--- src/hdl/sptw_pkg.sv ---
package sptw_pkg;

  // Result kinds
  localparam logic [1:0] KIND_XLATE    = 2'd0;
  localparam logic [1:0] KIND_FAULT    = 2'd1;
  localparam logic [1:0] KIND_PTE_RD   = 2'd2;
  localparam logic [1:0] KIND_PTE_WR   = 2'd3;

  // Input modes
  localparam logic MODE_REQ = 1'b0;
  localparam logic MODE_RSP = 1'b1;

  // Access kinds
  localparam logic [1:0] ACC_READ  = 2'd0;
  localparam logic [1:0] ACC_WRITE = 2'd1;
  localparam logic [1:0] ACC_FETCH = 2'd2;

  // Privilege levels
  localparam logic [1:0] PRIV_USER = 2'd0;
  localparam logic [1:0] PRIV_SUPV = 2'd1;

  // Configuration register indexes
  localparam logic [1:0] REG_PAGING = 2'd0;
  localparam logic [1:0] REG_ROOT   = 2'd1;
  localparam logic [1:0] REG_MXR    = 2'd2;
  localparam logic [1:0] REG_SUM    = 2'd3;

  // PTE bit positions
  localparam int PTE_V = 0;
  localparam int PTE_R = 1;
  localparam int PTE_W = 2;
  localparam int PTE_X = 3;
  localparam int PTE_U = 4;
  localparam int PTE_A = 6;
  localparam int PTE_D = 7;

  // Results produced per input
  localparam logic [1:0] NRES_NONE = 2'd0;
  localparam logic [1:0] NRES_ONE  = 2'd1;
  localparam logic [1:0] NRES_TWO  = 2'd2;

  typedef struct packed {
    logic [1:0]  kind;
    logic [31:0] address;
    logic [31:0] write_data;
    logic        user_page;
    logic [2:0]  page_permissions;
    logic        last;
  } res_t;

  typedef struct packed {
    logic        paging_enable;
    logic [21:0] root_table_page;
    logic        make_exec_readable;
    logic        supervisor_user_access;
  } cfg_t;

  // controller -> datapath
  typedef struct packed {
    logic step;         // beat accepted: update walk state, capture second result
    logic load_first;   // output register takes first result
    logic load_second;  // output register takes held second result
  } cmd_t;

  // datapath -> controller
  typedef struct packed {
    logic [1:0] n_res;
  } sts_t;

endpackage

--- src/hdl/sv32_page_table_walker.sv ---
// Sv32 two-level page-table walker. Each input beat is either a translate
// request or the memory's reply to the last PTE read; each beat yields zero,
// one or two result beats (translated address, page fault, PTE read request,
// or PTE write-back followed by the translated address on a successful leaf).
// The walker issues memory reads and write-backs as result beats and waits for
// the caller to feed the PTE back in; it holds one walk at a time and a new
// request abandons any walk in flight. Rate: one input beat per cycle while
// each beat gives at most one result and the output does not stall; a leaf
// hit gives two beats and holds off input for the second. The single output
// register sets this figure. Memory latency, not the logic, paces a walk.
// Configuration (APB, byte addresses 0x0/0x4/0x8/0xC: paging enable, root PPN,
// MXR, SUM) is sampled on every beat and should be written while idle.
module sv32_page_table_walker
  import sptw_pkg::*;
(
  input  logic        clk,
  input  logic        rst_n,

  input  logic        psel,
  input  logic        penable,
  input  logic        pwrite,
  input  logic [3:0]  paddr,
  input  logic [31:0] pwdata,
  output logic [31:0] prdata,
  output logic        pready,

  input  logic        in_valid,
  output logic        in_ready,
  input  logic        in_mode,
  input  logic [31:0] in_virtual_address,
  input  logic [1:0]  in_access_kind,
  input  logic [1:0]  in_privilege,
  input  logic [31:0] in_pte_word,

  output logic        out_valid,
  input  logic        out_ready,
  output logic [1:0]  out_kind,
  output logic [31:0] out_address,
  output logic [31:0] out_write_data,
  output logic        out_user_page,
  output logic [2:0]  out_page_permissions,
  output logic        out_last
);

  cfg_t       cfg_r;
  logic       cfg_wr;
  logic [1:0] cfg_idx;
  cmd_t       cmd;
  sts_t       sts;
  res_t       res;

  // ---- configuration registers ----
  assign pready  = 1'b1;
  assign cfg_idx = paddr[3:2];
  assign cfg_wr  = psel && penable && pwrite;

  always_ff @(posedge clk) begin
    if (!rst_n) begin
      cfg_r <= '0;
    end else if (cfg_wr) begin
      unique case (cfg_idx)
        REG_PAGING: cfg_r.paging_enable          <= pwdata[0];
        REG_ROOT:   cfg_r.root_table_page        <= pwdata[21:0];
        REG_MXR:    cfg_r.make_exec_readable     <= pwdata[0];
        REG_SUM:    cfg_r.supervisor_user_access <= pwdata[0];
        default:    cfg_r <= cfg_r;
      endcase
    end
  end

  always_comb begin
    unique case (cfg_idx)
      REG_PAGING: prdata = {31'd0, cfg_r.paging_enable};
      REG_ROOT:   prdata = {10'd0, cfg_r.root_table_page};
      REG_MXR:    prdata = {31'd0, cfg_r.make_exec_readable};
      REG_SUM:    prdata = {31'd0, cfg_r.supervisor_user_access};
      default:    prdata = 32'd0;
    endcase
  end

  // ---- handshake control: output register plus second-result hold ----
  sptw_ctrl u_ctrl (
    .clk       (clk),
    .rst_n     (rst_n),
    .in_valid  (in_valid),
    .in_ready  (in_ready),
    .out_valid (out_valid),
    .out_ready (out_ready),
    .sts       (sts),
    .cmd       (cmd)
  );

  // ---- walk state, PTE checks and result formation ----
  sptw_dp u_dp (
    .clk                (clk),
    .rst_n              (rst_n),
    .cfg                (cfg_r),
    .cmd                (cmd),
    .in_mode            (in_mode),
    .in_virtual_address (in_virtual_address),
    .in_access_kind     (in_access_kind),
    .in_privilege       (in_privilege),
    .in_pte_word        (in_pte_word),
    .sts                (sts),
    .out_res            (res)
  );

  assign out_kind             = res.kind;
  assign out_address          = res.address;
  assign out_write_data       = res.write_data;
  assign out_user_page        = res.user_page;
  assign out_page_permissions = res.page_permissions;
  assign out_last             = res.last;

endmodule

--- src/hdl/sptw_dp.sv ---
module sptw_dp
  import sptw_pkg::*;
(
  input  logic        clk,
  input  logic        rst_n,
  input  cfg_t        cfg,
  input  cmd_t        cmd,
  input  logic        in_mode,
  input  logic [31:0] in_virtual_address,
  input  logic [1:0]  in_access_kind,
  input  logic [1:0]  in_privilege,
  input  logic [31:0] in_pte_word,
  output sts_t        sts,
  output res_t        out_res
);

  logic        busy_r, busy_nxt;
  logic        level_r, level_nxt;
  logic [31:0] vaddr_r, vaddr_nxt;
  logic [1:0]  acc_r, acc_nxt;
  logic [1:0]  priv_r, priv_nxt;
  logic [31:0] pte_addr_r, pte_addr_nxt;
  res_t        hold_r;
  res_t        out_r;

  res_t        r1, r2;
  logic [1:0]  n_res;

  logic        pte_v, pte_r, pte_w, pte_x, pte_u;
  logic        perm_ok, leaf_ok;
  logic [31:0] upd;
  logic [31:0] pa;

  assign pte_v = in_pte_word[PTE_V];
  assign pte_r = in_pte_word[PTE_R];
  assign pte_w = in_pte_word[PTE_W];
  assign pte_x = in_pte_word[PTE_X];
  assign pte_u = in_pte_word[PTE_U];

  always_comb begin
    case (acc_r)
      ACC_READ:  perm_ok = pte_r | (pte_x & cfg.make_exec_readable);
      ACC_WRITE: perm_ok = pte_w;
      ACC_FETCH: perm_ok = pte_x;
      default:   perm_ok = 1'b0;
    endcase
  end

  // Permission, SUM check and superpage alignment
  assign leaf_ok = perm_ok
                 && !(priv_r == PRIV_SUPV && pte_u && !cfg.supervisor_user_access)
                 && !(level_r && (in_pte_word[19:10] != 10'd0));

  always_comb begin
    upd = in_pte_word;
    upd[PTE_A] = 1'b1;
    if (acc_r == ACC_WRITE) begin
      upd[PTE_D] = 1'b1;
    end
  end

  // superpage keeps VPN[0] from the virtual address
  assign pa = level_r ? {upd[29:20], vaddr_r[21:0]} : {upd[29:10], vaddr_r[11:0]};

  always_comb begin
    busy_nxt     = busy_r;
    level_nxt    = level_r;
    vaddr_nxt    = vaddr_r;
    acc_nxt      = acc_r;
    priv_nxt     = priv_r;
    pte_addr_nxt = pte_addr_r;
    n_res        = NRES_NONE;
    r1           = '0;
    r1.last      = 1'b1;
    r2           = '0;
    r2.kind      = KIND_XLATE;
    r2.address   = pa;
    r2.user_page = upd[PTE_U];
    r2.page_permissions = upd[3:1];
    r2.last      = 1'b1;

    if (in_mode == MODE_REQ) begin
      n_res     = NRES_ONE;
      level_nxt = 1'b1;
      if (!cfg.paging_enable || in_privilege > PRIV_SUPV) begin
        busy_nxt   = 1'b0;
        r1.kind    = KIND_XLATE;
        r1.address = in_virtual_address;
      end else begin
        busy_nxt     = 1'b1;
        vaddr_nxt    = in_virtual_address;
        acc_nxt      = in_access_kind;
        priv_nxt     = in_privilege;
        pte_addr_nxt = {cfg.root_table_page[19:0], in_virtual_address[31:22], 2'b00};
        r1.kind      = KIND_PTE_RD;
        r1.address   = pte_addr_nxt;
      end
    end else if (busy_r) begin
      n_res      = NRES_ONE;
      r1.kind    = KIND_FAULT;
      r1.address = vaddr_r;
      busy_nxt   = 1'b0;
      level_nxt  = 1'b1;
      if (!pte_v || (!pte_r && pte_w)) begin
        // invalid or reserved encoding: fault
      end else if (!pte_r && !pte_x) begin
        if (level_r) begin
          busy_nxt     = 1'b1;
          level_nxt    = 1'b0;
          pte_addr_nxt = {in_pte_word[29:10], vaddr_r[21:12], 2'b00};
          r1.kind      = KIND_PTE_RD;
          r1.address   = pte_addr_nxt;
        end
      end else if (leaf_ok) begin
        n_res         = NRES_TWO;
        r1.kind       = KIND_PTE_WR;
        r1.address    = pte_addr_r;
        r1.write_data = upd;
        r1.last       = 1'b0;
      end
    end
  end

  always_ff @(posedge clk) begin
    if (!rst_n) begin
      busy_r  <= 1'b0;
      level_r <= 1'b1;
    end else if (cmd.step) begin
      busy_r  <= busy_nxt;
      level_r <= level_nxt;
    end
  end

  always_ff @(posedge clk) begin
    if (cmd.step) begin
      vaddr_r    <= vaddr_nxt;
      acc_r      <= acc_nxt;
      priv_r     <= priv_nxt;
      pte_addr_r <= pte_addr_nxt;
      hold_r     <= r2;
    end
    if (cmd.load_first) begin
      out_r <= r1;
    end else if (cmd.load_second) begin
      out_r <= hold_r;
    end
  end

  assign sts.n_res = n_res;
  assign out_res   = out_r;

endmodule

--- src/hdl/sptw_ctrl.sv ---
module sptw_ctrl
  import sptw_pkg::*;
(
  input  logic clk,
  input  logic rst_n,
  input  logic in_valid,
  output logic in_ready,
  output logic out_valid,
  input  logic out_ready,
  input  sts_t sts,
  output cmd_t cmd
);

  localparam logic ST_RUN    = 1'b0;
  localparam logic ST_SECOND = 1'b1;

  logic state_r, state_nxt;
  logic out_valid_r, out_valid_nxt;
  logic slot_free;
  logic accept;

  assign slot_free = !out_valid_r || out_ready;
  assign in_ready  = (state_r == ST_RUN) && slot_free;
  assign accept    = in_valid && in_ready;

  always_comb begin
    state_nxt       = state_r;
    out_valid_nxt   = out_valid_r;
    cmd             = '0;
    cmd.step        = accept;
    unique case (state_r)
      ST_RUN: begin
        if (accept) begin
          cmd.load_first = (sts.n_res != NRES_NONE);
          out_valid_nxt  = (sts.n_res != NRES_NONE);
          if (sts.n_res == NRES_TWO) begin
            state_nxt = ST_SECOND;
          end
        end else if (out_ready) begin
          out_valid_nxt = 1'b0;
        end
      end
      ST_SECOND: begin
        if (slot_free) begin
          cmd.load_second = 1'b1;
          out_valid_nxt   = 1'b1;
          state_nxt       = ST_RUN;
        end
      end
      default: begin
        state_nxt = ST_RUN;
      end
    endcase
  end

  always_ff @(posedge clk) begin
    if (!rst_n) begin
      state_r     <= ST_RUN;
      out_valid_r <= 1'b0;
    end else begin
      state_r     <= state_nxt;
      out_valid_r <= out_valid_nxt;
    end
  end

  assign out_valid = out_valid_r;

  a_second_has_first: assert property (@(posedge clk) disable iff (!rst_n)
    state_r == ST_SECOND |-> out_valid_r)
    else $error("second result pending without first result shown");

  a_two_goes_second: assert property (@(posedge clk) disable iff (!rst_n)
    accept && sts.n_res == NRES_TWO |=> state_r == ST_SECOND && out_valid_r)
    else $error("two-result beat did not enter second-result state");

  a_none_empties: assert property (@(posedge clk) disable iff (!rst_n)
    accept && sts.n_res == NRES_NONE |=> !out_valid_r)
    else $error("ignored response produced a result");

  a_no_load_clash: assert property (@(posedge clk) disable iff (!rst_n)
    !(cmd.load_first && cmd.load_second))
    else $error("output register loaded from both sources");

endmodule

--- config.mk ---
export PLATFORM = sky130hd
export DESIGN_NAME = sv32_page_table_walker
export DESIGN_NICKNAME = d
export VERILOG_FILES = /design/src/hdl/sptw_pkg.sv /design/src/hdl/sv32_page_table_walker.sv /design/src/hdl/sptw_dp.sv /design/src/hdl/sptw_ctrl.sv
export SDC_FILE = /design/constraint.sdc
export NUM_CORES = 1
export LEC_CHECK = 0
export ABC_AREA = 1
export BUFFER_PORTS_ARGS = -buffer_cell sky130_fd_sc_hd__clkbuf_2
export CAP_MARGIN = 20
export CORE_MARGIN = 2
export CORE_UTILIZATION = 30
export CTS_BUF_LIST = sky130_fd_sc_hd__clkbuf_4 sky130_fd_sc_hd__clkbuf_8
export DETAILED_ROUTE_END_ITERATION = 8
export GPL_TIMING_DRIVEN = 0
export HOLD_SLACK_MARGIN = 0.05
export PLACE_DENSITY_LB_ADDON = 0.25
export SYNTH_ARGS = -nofsm -noshare
export SYNTH_HDL_FRONTEND = slang
export SYNTH_SLANG_ARGS = --single-unit
--- constraint.sdc ---
create_clock -name clk -period 3.3 [get_ports clk]
set_input_delay 0.33 -clock clk [delete_from_list [all_inputs] [get_ports clk]]
set_output_delay 0.33 -clock clk [all_outputs]
set_load 0.02 [all_outputs]
* Yosys cells after proc, flatten, opt, wreduce, memory -nomap -nowiden
Index checks and enable logic that the tools add are counted.
W data, S select, Z words.
** Word-level totals
- Register bits after elaboration :: 204
- Logic and storage cells :: 130
- Output and inout bits :: 106
- Input port bits :: 112
** Operators by class
- Eq/ne operators :: 14
- Reduce and logical (&&, ||, !) cells :: 35
- Mux-type cells :: 54
- $lt $le $gt $ge :: 1
- Bitwise operators :: 5
** Operators by type and width (count)
- $mux W32 :: 8
- $mux W66 :: 3
- $mux W71 :: 2
- $mux W34 :: 4
- $pmux W32 S4 :: 1
- $mux W1 :: 27
- $mux W22 :: 1
- $reduce_and A2 Y1 :: 6
- $logic_and A1 B1 Y1 :: 11
- $mux W2 :: 5
- $reduce_bool A10 Y1 :: 1
- $eq A2 B2 Y1 const B :: 4
- $logic_not A1 Y1 :: 8
- $eq A2 B1 Y1 const B :: 3
- $ne A2 B1 Y1 const B :: 3
- $ne A2 B2 Y1 const B :: 3
- $reduce_and A6 Y1 :: 1
- $logic_not A2 Y1 :: 2
- $pmux W1 S2 :: 2
- $reduce_bool A2 Y1 :: 2
- $logic_or A1 B1 Y1 :: 3
- $ne A3 B2 Y1 const B :: 1
- $not A1 Y1 :: 3
- $pmux W1 S3 :: 1
- other kinds (4) :: 4

* Depth between registers and ports, before layout
Gate-level depths: netlist (run 1).
- Word-level depth :: 15
- Mapped depth :: 13
- Depth with buffers taken out :: 13

* Cells and area by module
From an unflattened synthesis (run 1), not the netlist that was laid out.
** Unflattened totals
- Cell total of the unflattened synthesis :: 1065
- Area, all modules :: 9844.4 sq um
** By module, submodules not included
- sptw_dp :: instances 1, area an instance 8296.7 sq um, cells each 812
- sv32_page_table_walker :: instances 1, area an instance 1410.1 sq um, cells each 231
- sptw_ctrl :: instances 1, area an instance 137.6 sq um, cells each 22

* Worst setup path after synthesis (run 1)
Ideal clock, no wire load.
- Path kind :: reg2reg
- Start point :: register u_ctrl.out_valid_r, in the netlist u_ctrl.out_valid
- End point :: register u_dp.busy_r
- Stages on the path, launching flop included :: 11
- Data required time :: 3.244 ns
- Setup slack :: 0.112 ns
- Path buffers :: 0
- Data arrival time :: 3.132 ns
- Cells stage by stage :: dfxtp_1 > inv_1 > nor2_1 > nor2_1 > nand2_1 > nor2_1 > inv_1 > o22ai_1 > o21bai_1 > nand2_1 > inv_1
** Between the ends
- Cells in the longest elaborated chain, start to end :: 4
** RTL lines
- from (decl) :: line sptw_ctrl.sv:18 : logic out_valid_r, out_valid_nxt;
- from (signal assigned) :: line sptw_ctrl.sv:62 : out_valid_r <= out_valid_nxt;
- $logic_not A1 Y1 :: line sptw_ctrl.sv:22 : assign slot_free = !out_valid_r || out_ready;
- $logic_or A1 B1 Y1 :: line sptw_ctrl.sv:22
- $logic_and A1 B1 Y1 :: line sptw_ctrl.sv:23 : assign in_ready = (state_r == ST_RUN) && slot_free;
- named net in_ready :: line sv32_page_table_walker.sv:28 : output logic in_ready,
- $logic_and A1 B1 Y1 :: line sptw_ctrl.sv:24 : assign accept = in_valid && in_ready;
- to (signal assigned) :: line sptw_dp.sv:129 : busy_r <= busy_nxt;
- to (decl) :: line sptw_dp.sv:17 : logic busy_r, busy_nxt;
The timed path passes the listed nets, and every way through them passes these cells.
A chain may end at the register's enable or synchronous reset.

* Worst setup path after layout (run 1)
- Start point :: register u_ctrl.out_valid_r, in the netlist u_ctrl.out_valid
- End point :: register u_dp.out_r (netlist bit u_dp.out_res[23]) (enable)
** Between the ends
- Cells in the longest elaborated chain, start to end :: 7
- Elaborated cells on any way between the ends :: 9
- Classes of those cells :: 4 x mux; 5 x reduce/logical
** RTL lines
- $logic_not A1 Y1 (*) :: line sptw_ctrl.sv:22
- $logic_or A1 B1 Y1 (*) :: line sptw_ctrl.sv:22
- $logic_and A1 B1 Y1 :: line sptw_ctrl.sv:23
- $logic_and A1 B1 Y1 :: line sptw_ctrl.sv:24
- $mux W1 :: line sptw_ctrl.sv:33 : if (accept) begin
- $mux W1 :: line sptw_ctrl.sv:31 : unique case (state_r)
- $reduce_bool A2 Y1 (no source line) (*)
- to (signal assigned) :: line sptw_dp.sv:143 : out_r <= r1;
- to (signal assigned) :: line sptw_dp.sv:145 : out_r <= hold_r;
- to (decl) :: line sptw_dp.sv:24 : res_t out_r;
Every way passes the cells marked *; elsewhere a longest branch is shown, timed or not.

==> metrics.yaml, run 1 <==
path_cells: "inv_1 -> nor2_1 -> nor2_1 -> nand2_1 -> a21oi_2 -> nor2_1 -> inv_4"
via_count: 7776
tightestPinTransition_ns: 0.9420
gp_congestion: 0.9449
vias_per_cell: 4.684
relSlewSlack_pct: 37.11
synthesis.area_um2: 9128
grt_pass1_wl_um: 44570
grt_usage_pct: 18.81
path_buf_inv: 2
numCtsBuffers: 36
yosys.area_share.simple_pct: 16.83
wl_um: 30010
grt_remaining_overflow: 0
hold_violations: 0
cp_top_family: "buffers and inverters"
post_cts_resized: 0
cts_hold_buffers: 38
status: "finished, final reports clean"
cts_root_buffer: "clkbuf_8"
power.density_nw_per_um2: 476.8
fillers: 3094
clock_latency_ns: 0.52
die_area_um2: 31840
ys_warn_count: 0
synth_top_family_by_area: "simple AND/OR/NAND/NOR gates"
synthMuxAreaShare_pct: 0
syn_inst: 964
fp-row-count: 63
final_cell_area_um2: 11770
die_w_um: 178.4
synth_xor_area_share_pct: 0
max-cap-violations: 0
path_clk_slew_ns: 0.06
ant_nets: 0
yosys-top-cells-area: "edfxtp_1 56%, nand2_1 10%, dfxtp_1 7.2%, inv_1 5.2%, nor2_1 4.2%"
finalSetupViolCount: 0
wire_per_inst_um: 18.08
place_hpwl_um: 22360
port_buffers: 192
io_pins: 218
area_growth_pct: 28.99
rsz0062_at_grt: "no"
die_h_um: 178.4
min_path_type: "input port to flop"
dr.pass1.iters: 6
yosysUniqueCellTypes: 34
drcViolationCount: 0
yosysTopAreaCell: "edfxtp_1"
antenna_found_initial: 1
critPathMaxStageDelay_ns: 0.69
power_mw: 5.613
crit_required_ns: 3.44
seq_area_frac_synth_pct: 62.84
pre_cts_slack_ns: 0.4257
slew_viol_final: 0
fin_crit_ns: 2.735
core_um2: 29800
vdd_drop_max_mv: 0.1726
postCtsSetupBuffers: 0
yosysTopAreaCellShare_pct: 55.60
leakage_nw: 5.275
crit_path_end_kind: "flop"
cts_sinks: 202
arrival_ns: 2.88
tns_ns: 0
synthAdderAreaFrac_pct: 0
final_nets: 1355
worstSetupStartpointType: "flop"
synth.avg_cell_area_um2: 9.468
clk_path_buf_depth: 3
path_class: "flop to flop"
final_util_pct: 39.51
drtIter0Drc: 613
initial_core_util_pct: 30.63
grt_pass1_vias: 7561
cp_max_fo: 67
skew_ns: 0.02151
tritoncts: "built"
drive_above_1_share_pct: 23.17
cp_slowest_cell: "inv_4"
ys_ff_latch: 202
synth_compound_area_share_pct: 11.88
post-route-period-util_pct: 82.88
grt_max_degree: 68
placed_area_um2: 10690
htree_levels: 2
cpMostUsedCell: "nor2_1"
timing.fmax_ghz: 0.3656
worst_slack_ns: 0.5649
[stage by stage]
stage	hold slack, ns	std cells
after global routing	0.06060	1660
after global placement	0.4297	1555
after CTS	0.05060	1659
after detailed placement	0.4354	1557
after floorplan	0.4273	973
final	0.09789	1660
[layout by cell type (no fill, tap or decap), drive strengths merged]
cell type / Yosys / layout
a21boi: 1 / 1
a21oi: 53 / 53
a22oi: 24 / 24
a31oi: 9 / 9
a41oi: 3 / 3
buf: 24 / 26
clkbuf: 29 / 278
clkinv: 0 / 7
conb: 2 / 11
dfxtp: 33 / 33
diode: 0 / 1
dlygate4sd3: 0 / 38
edfxtp: 169 / 169
inv: 132 / 132
nand2: 253 / 253
nand3: 23 / 23
nand3b: 1 / 1
nand4: 1 / 1
nor2: 105 / 105
nor3: 2 / 2
nor4: 3 / 3
o21ai: 79 / 79
o21bai: 13 / 13
o221ai: 2 / 2
o22ai: 2 / 2
o31ai: 1 / 1
[power breakdown]
part	total, mW	internal, mW	switching [mW]
clock	2.31	1.29	1.02
combinational	0.463	0.154	0.309
sequential	2.84	2.82	0.0181
[Yosys cell counts]
library cell,instances
nand3_1,22
nand2_4,1
conb_1,2
o21ai_0,76
nor3_1,2
o21bai_1,13
nand4_1,1
nor2_4,2
o21ai_1,3
o221ai_1,2
nand2_1,249
buf_2,7
a31oi_1,9
buf_1,3
nor2_1,103
a21oi_2,2
nand2_2,3
buf_4,12
inv_1,127
a21oi_4,1
nor4_1,3
o31ai_1,1
a21oi_1,50
a41oi_1,3
edfxtp_1,169
a22oi_1,24
buf_6,2
dfxtp_1,33
nand3b_1,1
clkbuf_1,29
o22ai_1,2
nand3_2,1
a21boi_0,1
inv_2,5
[layout make-up]
cell class / instances / area [um^2] / share of cell area (%)
antenna: 1 / 2.502 / 0.02125
buffer: 53 / 267.8 / 2.274
clock buffer: 57 / 671.9 / 5.707
clock inverter: 7 / 30.03 / 0.2550
inverter: 132 / 498.0 / 4.230
multi-input combinational: 586 / 2684 / 22.79
sequential: 202 / 5736 / 48.71
tap: 390 / 488.0 / 4.145
timing repair buffer: 232 / 1396 / 11.86
[cell families after synthesis]
family          after synthesis
compound gates              187
buf+inv                     185
flops                       202
other cells                   2
simple gates                388
[final timing paths]
path	depth (start not counted)	startpoint	slack [ns]	endpoint
worst min register to register	0	u_dp.vaddr_r[0]$_DFFE_PP_	0.45	u_dp.hold_r[37]$_DFFE_PP_
worst max-delay path	7	u_ctrl.out_valid$_SDFFE_PN0P_	0.56	u_dp.out_res[23]$_DFFE_PP_
worst max register to register	7	u_ctrl.out_valid$_SDFFE_PN0P_	0.56	u_dp.out_res[23]$_DFFE_PP_
worst min-delay path	1	in_pte_word[29]	0.1	u_dp.hold_r[68]$_DFFE_PP_
[worst register-to-register path: stages, from the launching register on]
cell and delay [ns]:
dfxtp_1 0.31, inv_1 0.05, nor2_1 0.05, nor2_1 0.13
nand2_1 0.28, a21oi_2 0.54, nor2_1 0.28, inv_4 0.70
[registers in the layout, indices dropped and copies added (netlist names)]
register,flops
u_ctrl.state_r,1
u_dp.acc_r,2
u_ctrl.out_valid,1
u_dp.busy_r,1
u_dp.hold_r,36
u_dp.level_r,1
cfg_r,25
u_dp.pte_addr_r,30
u_dp.out_res,71
u_dp.vaddr_r,32
u_dp.priv_r,2
[routing by layer]
| layer | vias to the layer above | part of all wire (%) | global-route usage, % |
|---|---|---|---|
| met5 | - | 0 | 0 |
| met2 | 382 | 44 | 28.75 |
| met1 | 3595 | 46 | 26.65 |
| li1 | 3740 | - | - |
| met3 | 59 | 8.3 | 3.986 |
| met4 | 0 | 2.4 | 5.827 |
Note: power is estimated with default switching activity, not from simulation.
==> inputs of run 2 (changes only) <==
Clock period 3.3 ns to 2.49 ns, I/O delays scaled along.
==> run 2 against run 1 <==
Compared with the run above: global-route usage is 0.37 points higher; worst hold slack lost 0.0092 ns; largest cell class unchanged; power up 39%; sequential power grew 33%; count of clock-buffer cells in the layout unchanged; worst setup slack got worse by 0.37 ns; clock skew increased by 0.012 ns; non-clock buffer count rose by 50; first-iteration DRC count shrank 7.5%; utilization up 2.1 points; die area did not move; sequential cell count did not move.
==> metrics.yaml, run 2 (synthesis results as in run 1) <==
status: "finished, final reports clean"
dr.pass1.iters: 8
post-route-period-util_pct: 92.23
hold_start: "in_pte_word[18]"
cts_sinks: 202
cpMostUsedCell: "nand2_1"
wl_um: 30550
rsz0062_at_grt: "no"
via_count: 7927
vias_per_cell: 4.625
worstSetupStartpointType: "input port"
cp_max_fo: 10
clk_path_buf_depth: 3
leakage_nw: 5.528
fin_worst_hold_slack_ns: 0.08869
placed_cells: 1558
finalSetupViolCount: 0
critPathMaxStageDelay_ns: 0.54
cts_root_buffer: "clkbuf_8"
path_class: "input port to flop"
layout_common_cells: "248 x nand2_1, 192 x clkbuf_2, 169 x edfxtp_1"
fp-row-count: 63
final_nets: 1407
cp_slowest_cell: "dlygate4sd3_1"
grt_max_degree: 40
skew_ns: 0.03327
tns_ns: 0
numCtsBuffers: 37
path_buf_inv: 4
timing.fmax_ghz: 0.4354
rr_startpoint: "cfg_r[24]$_SDFFE_PN0P_"
htree_levels: 2
die_h_um: 178.4
crit_required_ns: 2.88
grt_usage_pct: 19.18
vdd_drop_max_mv: 0.2528
crit_path_end_kind: "flop"
io_pins: 218
drive_above_1_share_pct: 23.11
place_hpwl_um: 22480
drtIter0Drc: 567
hold_violations: 0
min_path_type: "input port to flop"
drcViolationCount: 0
cp_top_family: "buffers and inverters"
grt_pass1_wl_um: 45280
initial_core_util_pct: 30.63
tritoncts: "built"
antenna_found_initial: 0
slew_viol_final: 0
grt_remaining_overflow: 0
clock_latency_ns: 0.54
port_buffers: 192
max-cap-violations: 0
power.density_nw_per_um2: 629.7
final_cells: 1714
die_area_um2: 31840
die_w_um: 178.4
path_cells: "dlygate4sd3_1 -> clkbuf_2 -> nor2_1 -> inv_2 -> nor2_1 -> clkbuf_1 -> a22oi_1 -> nand2_1 -> nand2_1 -> nand2_1"
core_um2: 29800
grt_pass1_vias: 7665
wire_per_inst_um: 17.82
path_clk_slew_ns: 0.06
critPathLaunch: "in_privilege[1]"
final_common_cell: "nand2_1"
largest_reg_flops: 71
gp_congestion: 0.9380
diodes: 0
tightestPinTransition_ns: 0.9933
fin_crit_ns: 2.297
relSlewSlack_pct: 33.69
arrival_ns: 2.68
area_growth_pct: 35.72
ant_nets: 0
## run 2: cell types whose count changed in the layout (fill, tap and decap cells not counted), moves of 2 or more
cell,previous run,this run
clkbuf_8,39,45
clkinvlp_4,0,3
buf_12,0,2
dlygate4sd3_1,38,83
clkbuf_4,18,12
buf_4,12,15
## run 2: metal layers
| metal | GRT usage (%) | routed length, um | vias up |
|---|---|---|---|
| met4 | 4.946 | 567 | 0 |
| li1 | - | - | 3846 |
| met3 | 4.433 | 2550 | 44 |
| met2 | 30.07 | 13570 | 349 |
| met1 | 26.70 | 13860 | 3688 |
| met5 | 0 | 0 | - |
## run 2: worst paths after layout
check / end / slack, ns / depth (start not counted)
max: u_dp.out_res[51]$_DFFE_PP_ / 0.19 / 10
min: u_dp.pte_addr_r[20]$_DFFE_PP_ / 0.09 / 3
max reg2reg: u_dp.out_res[51]$_DFFE_PP_ / 0.25 / 9
min reg2reg: cfg_r[22]$_SDFFE_PN0P_ / 0.45 / 2
## run 2: cell type report
cell class,instances,area [um^2]
clock buffers,57,709.4
fillers,3041,17410
plain buffers,53,267.8
inverters,132,499.2
clock inverters,11,76.32
flip-flops and latches,202,5737
repair buffers,282,1909
multi-input cells,586,2694
well taps,390,488.0
repair inverters,1,7.507
## run 2: through the flow
step	setup WS, ns	util [%]	power [mW]	instance area, um^2
after floorplan	0.008032	-	4.131	9185
after global placement	-0.8422	35.69	4.395	10630
after detailed placement	-0.1408	35.98	4.403	10720
after CTS	0.02667	41.43	7.874	12350
after global routing	0.06384	41.58	8.079	12390
final	0.1934	41.58	7.801	12390
## run 2: power by group
part	leakage [nW]	internal [mW]	switching, mW
clock network	0.417	1.92	1.43
logic	3.25	0.257	0.424
registers	1.87	3.74	0.0251
total	5.53	5.92	1.88
## run 2: timing repair
item | CTS | global route
setup buffers | 0 | 4
setup endpoints to repair | 39 | 79
pin swaps | 0 | 2
cloned | 1 | 0
hold buffers | 83 | 0
resized for setup | 1 | 0
endpoints found under the hold margin | 81 | 0
## run 2: worst register-to-register path, stage by stage (launching register included)
cell and delay (ns):
dfxtp_1 0.31, inv_1 0.05, nor2_1 0.35, inv_2 0.17, nor2_1 0.31, clkbuf_1 0.48
a22oi_1 0.15, nand2_1 0.13, nand2_1 0.06, nand2_1 0.11
==> inputs of run 3 (changes only) <==
Settings changed: PLACE_DENSITY set to 0.52, PLACE_DENSITY_LB_ADDON 0.25 to unset.
==> run 3 against run 2 <==
Compared with the run above: clock power fell by 9.0%; power fell by 4.0%; wire length fell by 0.57%; register-to-register slack barely moved.
==> metrics.yaml, run 3 (synthesis results as in run 1) <==
net-switching-power_mw: 1.827
diodes: 0
clk_path_buf_depth: 3
cts_root_buffer: "clkbuf_8"
min_path_type: "input port to flop"
timing.fmax_ghz: 0.4392
slew_viol_final: 0
layout_common_cells: "248 x nand2_1, 192 x clkbuf_2, 169 x edfxtp_1"
area_growth_pct: 34.59
tritoncts: "built"
leakage_nw: 5.473
clock_latency_ns: 0.54
ff2ff_path_depth: 9
crit_required_ns: 2.88
grt_pass1_vias: 7610
r2r_slack_ns: 0.24
vdd_drop_max_mv: 0.2580
drtIter0Drc: 624
place_hpwl_um: 22390
post-route-period-util_pct: 91.43
ant_nets: 0
fillers: 3084
cellInternalPower_mw: 5.664
whs_path_depth: 3
p_clk_share_pct: 40.7
cpMostUsedCell: "nand2_1"
status: "finished, final reports clean"
skew_ns: 0.02187
hold_end: "u_dp.pte_addr_r[19]$_DFFE_PP_"
port_buffers: 192
wire_per_inst_um: 17.78
final_common_cell: "nand2_1"
pre_cts_slack_ns: -0.1400
r2r_end: "u_dp.out_res[51]$_DFFE_PP_"
htree_levels: 2
die_h_um: 178.4
io_pins: 218
path_class: "input port to flop"
numCtsBuffers: 37
final_cells: 1708
relSlewSlack_pct: 36.26
rr_startpoint: "cfg_r[24]$_SDFFE_PN0P_"
largest_reg_flops: 71
arrival_ns: 2.66
final_nets: 1406
vias_per_cell: 4.578
cp_max_fo: 10
cts_sinks: 202
rsz0062_at_grt: "no"
path_cells: "dlygate4sd3_1 -> clkbuf_2 -> nor2_1 -> inv_2 -> nor2_1 -> clkbuf_1 -> a22oi_1 -> nand2_1 -> nand2_1 -> nand2_1"
fp-row-count: 63
drive_above_1_share_pct: 22.69
p_comb_share_pct: 9.1
final_cell_area_um2: 12280
die_area_um2: 31840
wl_um: 30380
crit_path_end_kind: "flop"
gp_congestion: 0.9490
final_util_pct: 41.23
power_mw: 7.490
tightestPinTransition_ns: 0.9547
power.density_nw_per_um2: 609.7
path_clk_slew_ns: 0.06
placed_cells: 1558
cp_slowest_cell: "dlygate4sd3_1"
antenna_found_initial: 0
multi_input_area_um2: 2694
seqPwrFrac_pct: 50.3
grt_remaining_overflow: 0
dr.pass1.iters: 5
fin_crit_ns: 2.277
hold_violations: 0
grt_max_degree: 40
via_count: 7820
placed_area_um2: 10710
max-cap-violations: 0
die_w_um: 178.4
worst_slack_ns: 0.2134
grt_usage_pct: 19.05
hold_start: "in_pte_word[17]"
core_um2: 29800
regArea_um2: 5737
initial_core_util_pct: 30.63
swShare_pct: 24.39
critPathMaxStageDelay_ns: 0.55
finalSetupViolCount: 0
worstSetupStartpointType: "input port"
drcViolationCount: 0
grt_pass1_wl_um: 44850
run 3: cell types whose count changed in the layout (fill, tap and decap cells not counted), sizes merged:
cell    delta
clkbuf     -5
buf        -1
bufinv     -1
clkinv     +1
run 3: worst max-delay path by stage:
stage                                  start                    endpoint  slack (ns)  depth (start not counted)
6_report                     in_privilege[1]  u_dp.out_res[51]$_DFFE_PP_        0.21                         10
5_1_grt                      in_privilege[1]  u_dp.out_res[51]$_DFFE_PP_        0.01                         10
4_1_cts        u_ctrl.out_valid$_SDFFE_PN0P_  u_dp.out_res[24]$_DFFE_PP_        0.02                          8
3_5_place_dp                       out_ready  u_dp.out_res[23]$_DFFE_PP_       -0.14                          8
3_3_place_gp                 in_privilege[1]  u_dp.vaddr_r[17]$_DFFE_PP_       -0.84                          6
2_1_floorplan  u_ctrl.out_valid$_SDFFE_PN0P_   u_dp.out_res[0]$_DFFE_PP_       0.008                          7
run 3: timing repair:
action                     in CTS  in global routing
pin swaps                       0                  2
hold endpoints to repair       82                  0
setup endpoints to repair      39                 81
hold buffers                   83                  0
setup buffers                   0                  3
gates resized for setup         1                  0
gates cloned                    1                  0
run 3: power by group through the flow:
stage | Combinational, mW | Sequential [mW] | Clock (mW)
floorplan | 0.244 | 3.89 | 0
global route | 0.738 | 3.77 | 3.26
detailed placement | 0.564 | 3.84 | 0
global placement | 0.555 | 3.84 | 0
finish | 0.679 | 3.77 | 3.05
CTS | 0.677 | 3.77 | 3.11
run 3: metrics by stage:
| stage | hold WS (ns) | setup TNS (ns) |
|---|---|---|
| finish | 0.09518 | 0 |
| global route | 0.1198 | 0 |
| CTS | 0.07968 | 0 |
| detailed placement | 0.4281 | -5.114 |
| global placement | 0.4279 | -91.57 |
| floorplan | 0.3479 | 0 |
run 3: routing by layer:
layer / track usage [%] / share of wire (%) / vias to the layer above
met4: 6.673 / 2.8 / 0
met1: 26.23 / 46 / 3610
met3: 4.135 / 7.6 / 54
met2: 29.57 / 44 / 320
met5: 0 / 0 / -
li1: - / - / 3836
run 3: critical path, delay by kind of cell:
family                 cells  cell delay [ns]
buffers and inverters      4             1.30
AOI/OAI and AO/OA          1             0.14
and+or+nand+nor            5             0.96
run 3: area by class of cell:
type / count / area share, %
clock buffers: 52 / 5.266
multi-input cells: 586 / 21.93
repair inverters: 1 / 0.06111
clock inverters: 11 / 0.4074
repair buffers: 281 / 15.42
inverters: 132 / 4.064
plain buffers: 53 / 2.180
flip-flops and latches: 202 / 46.70
well taps: 390 / 3.972
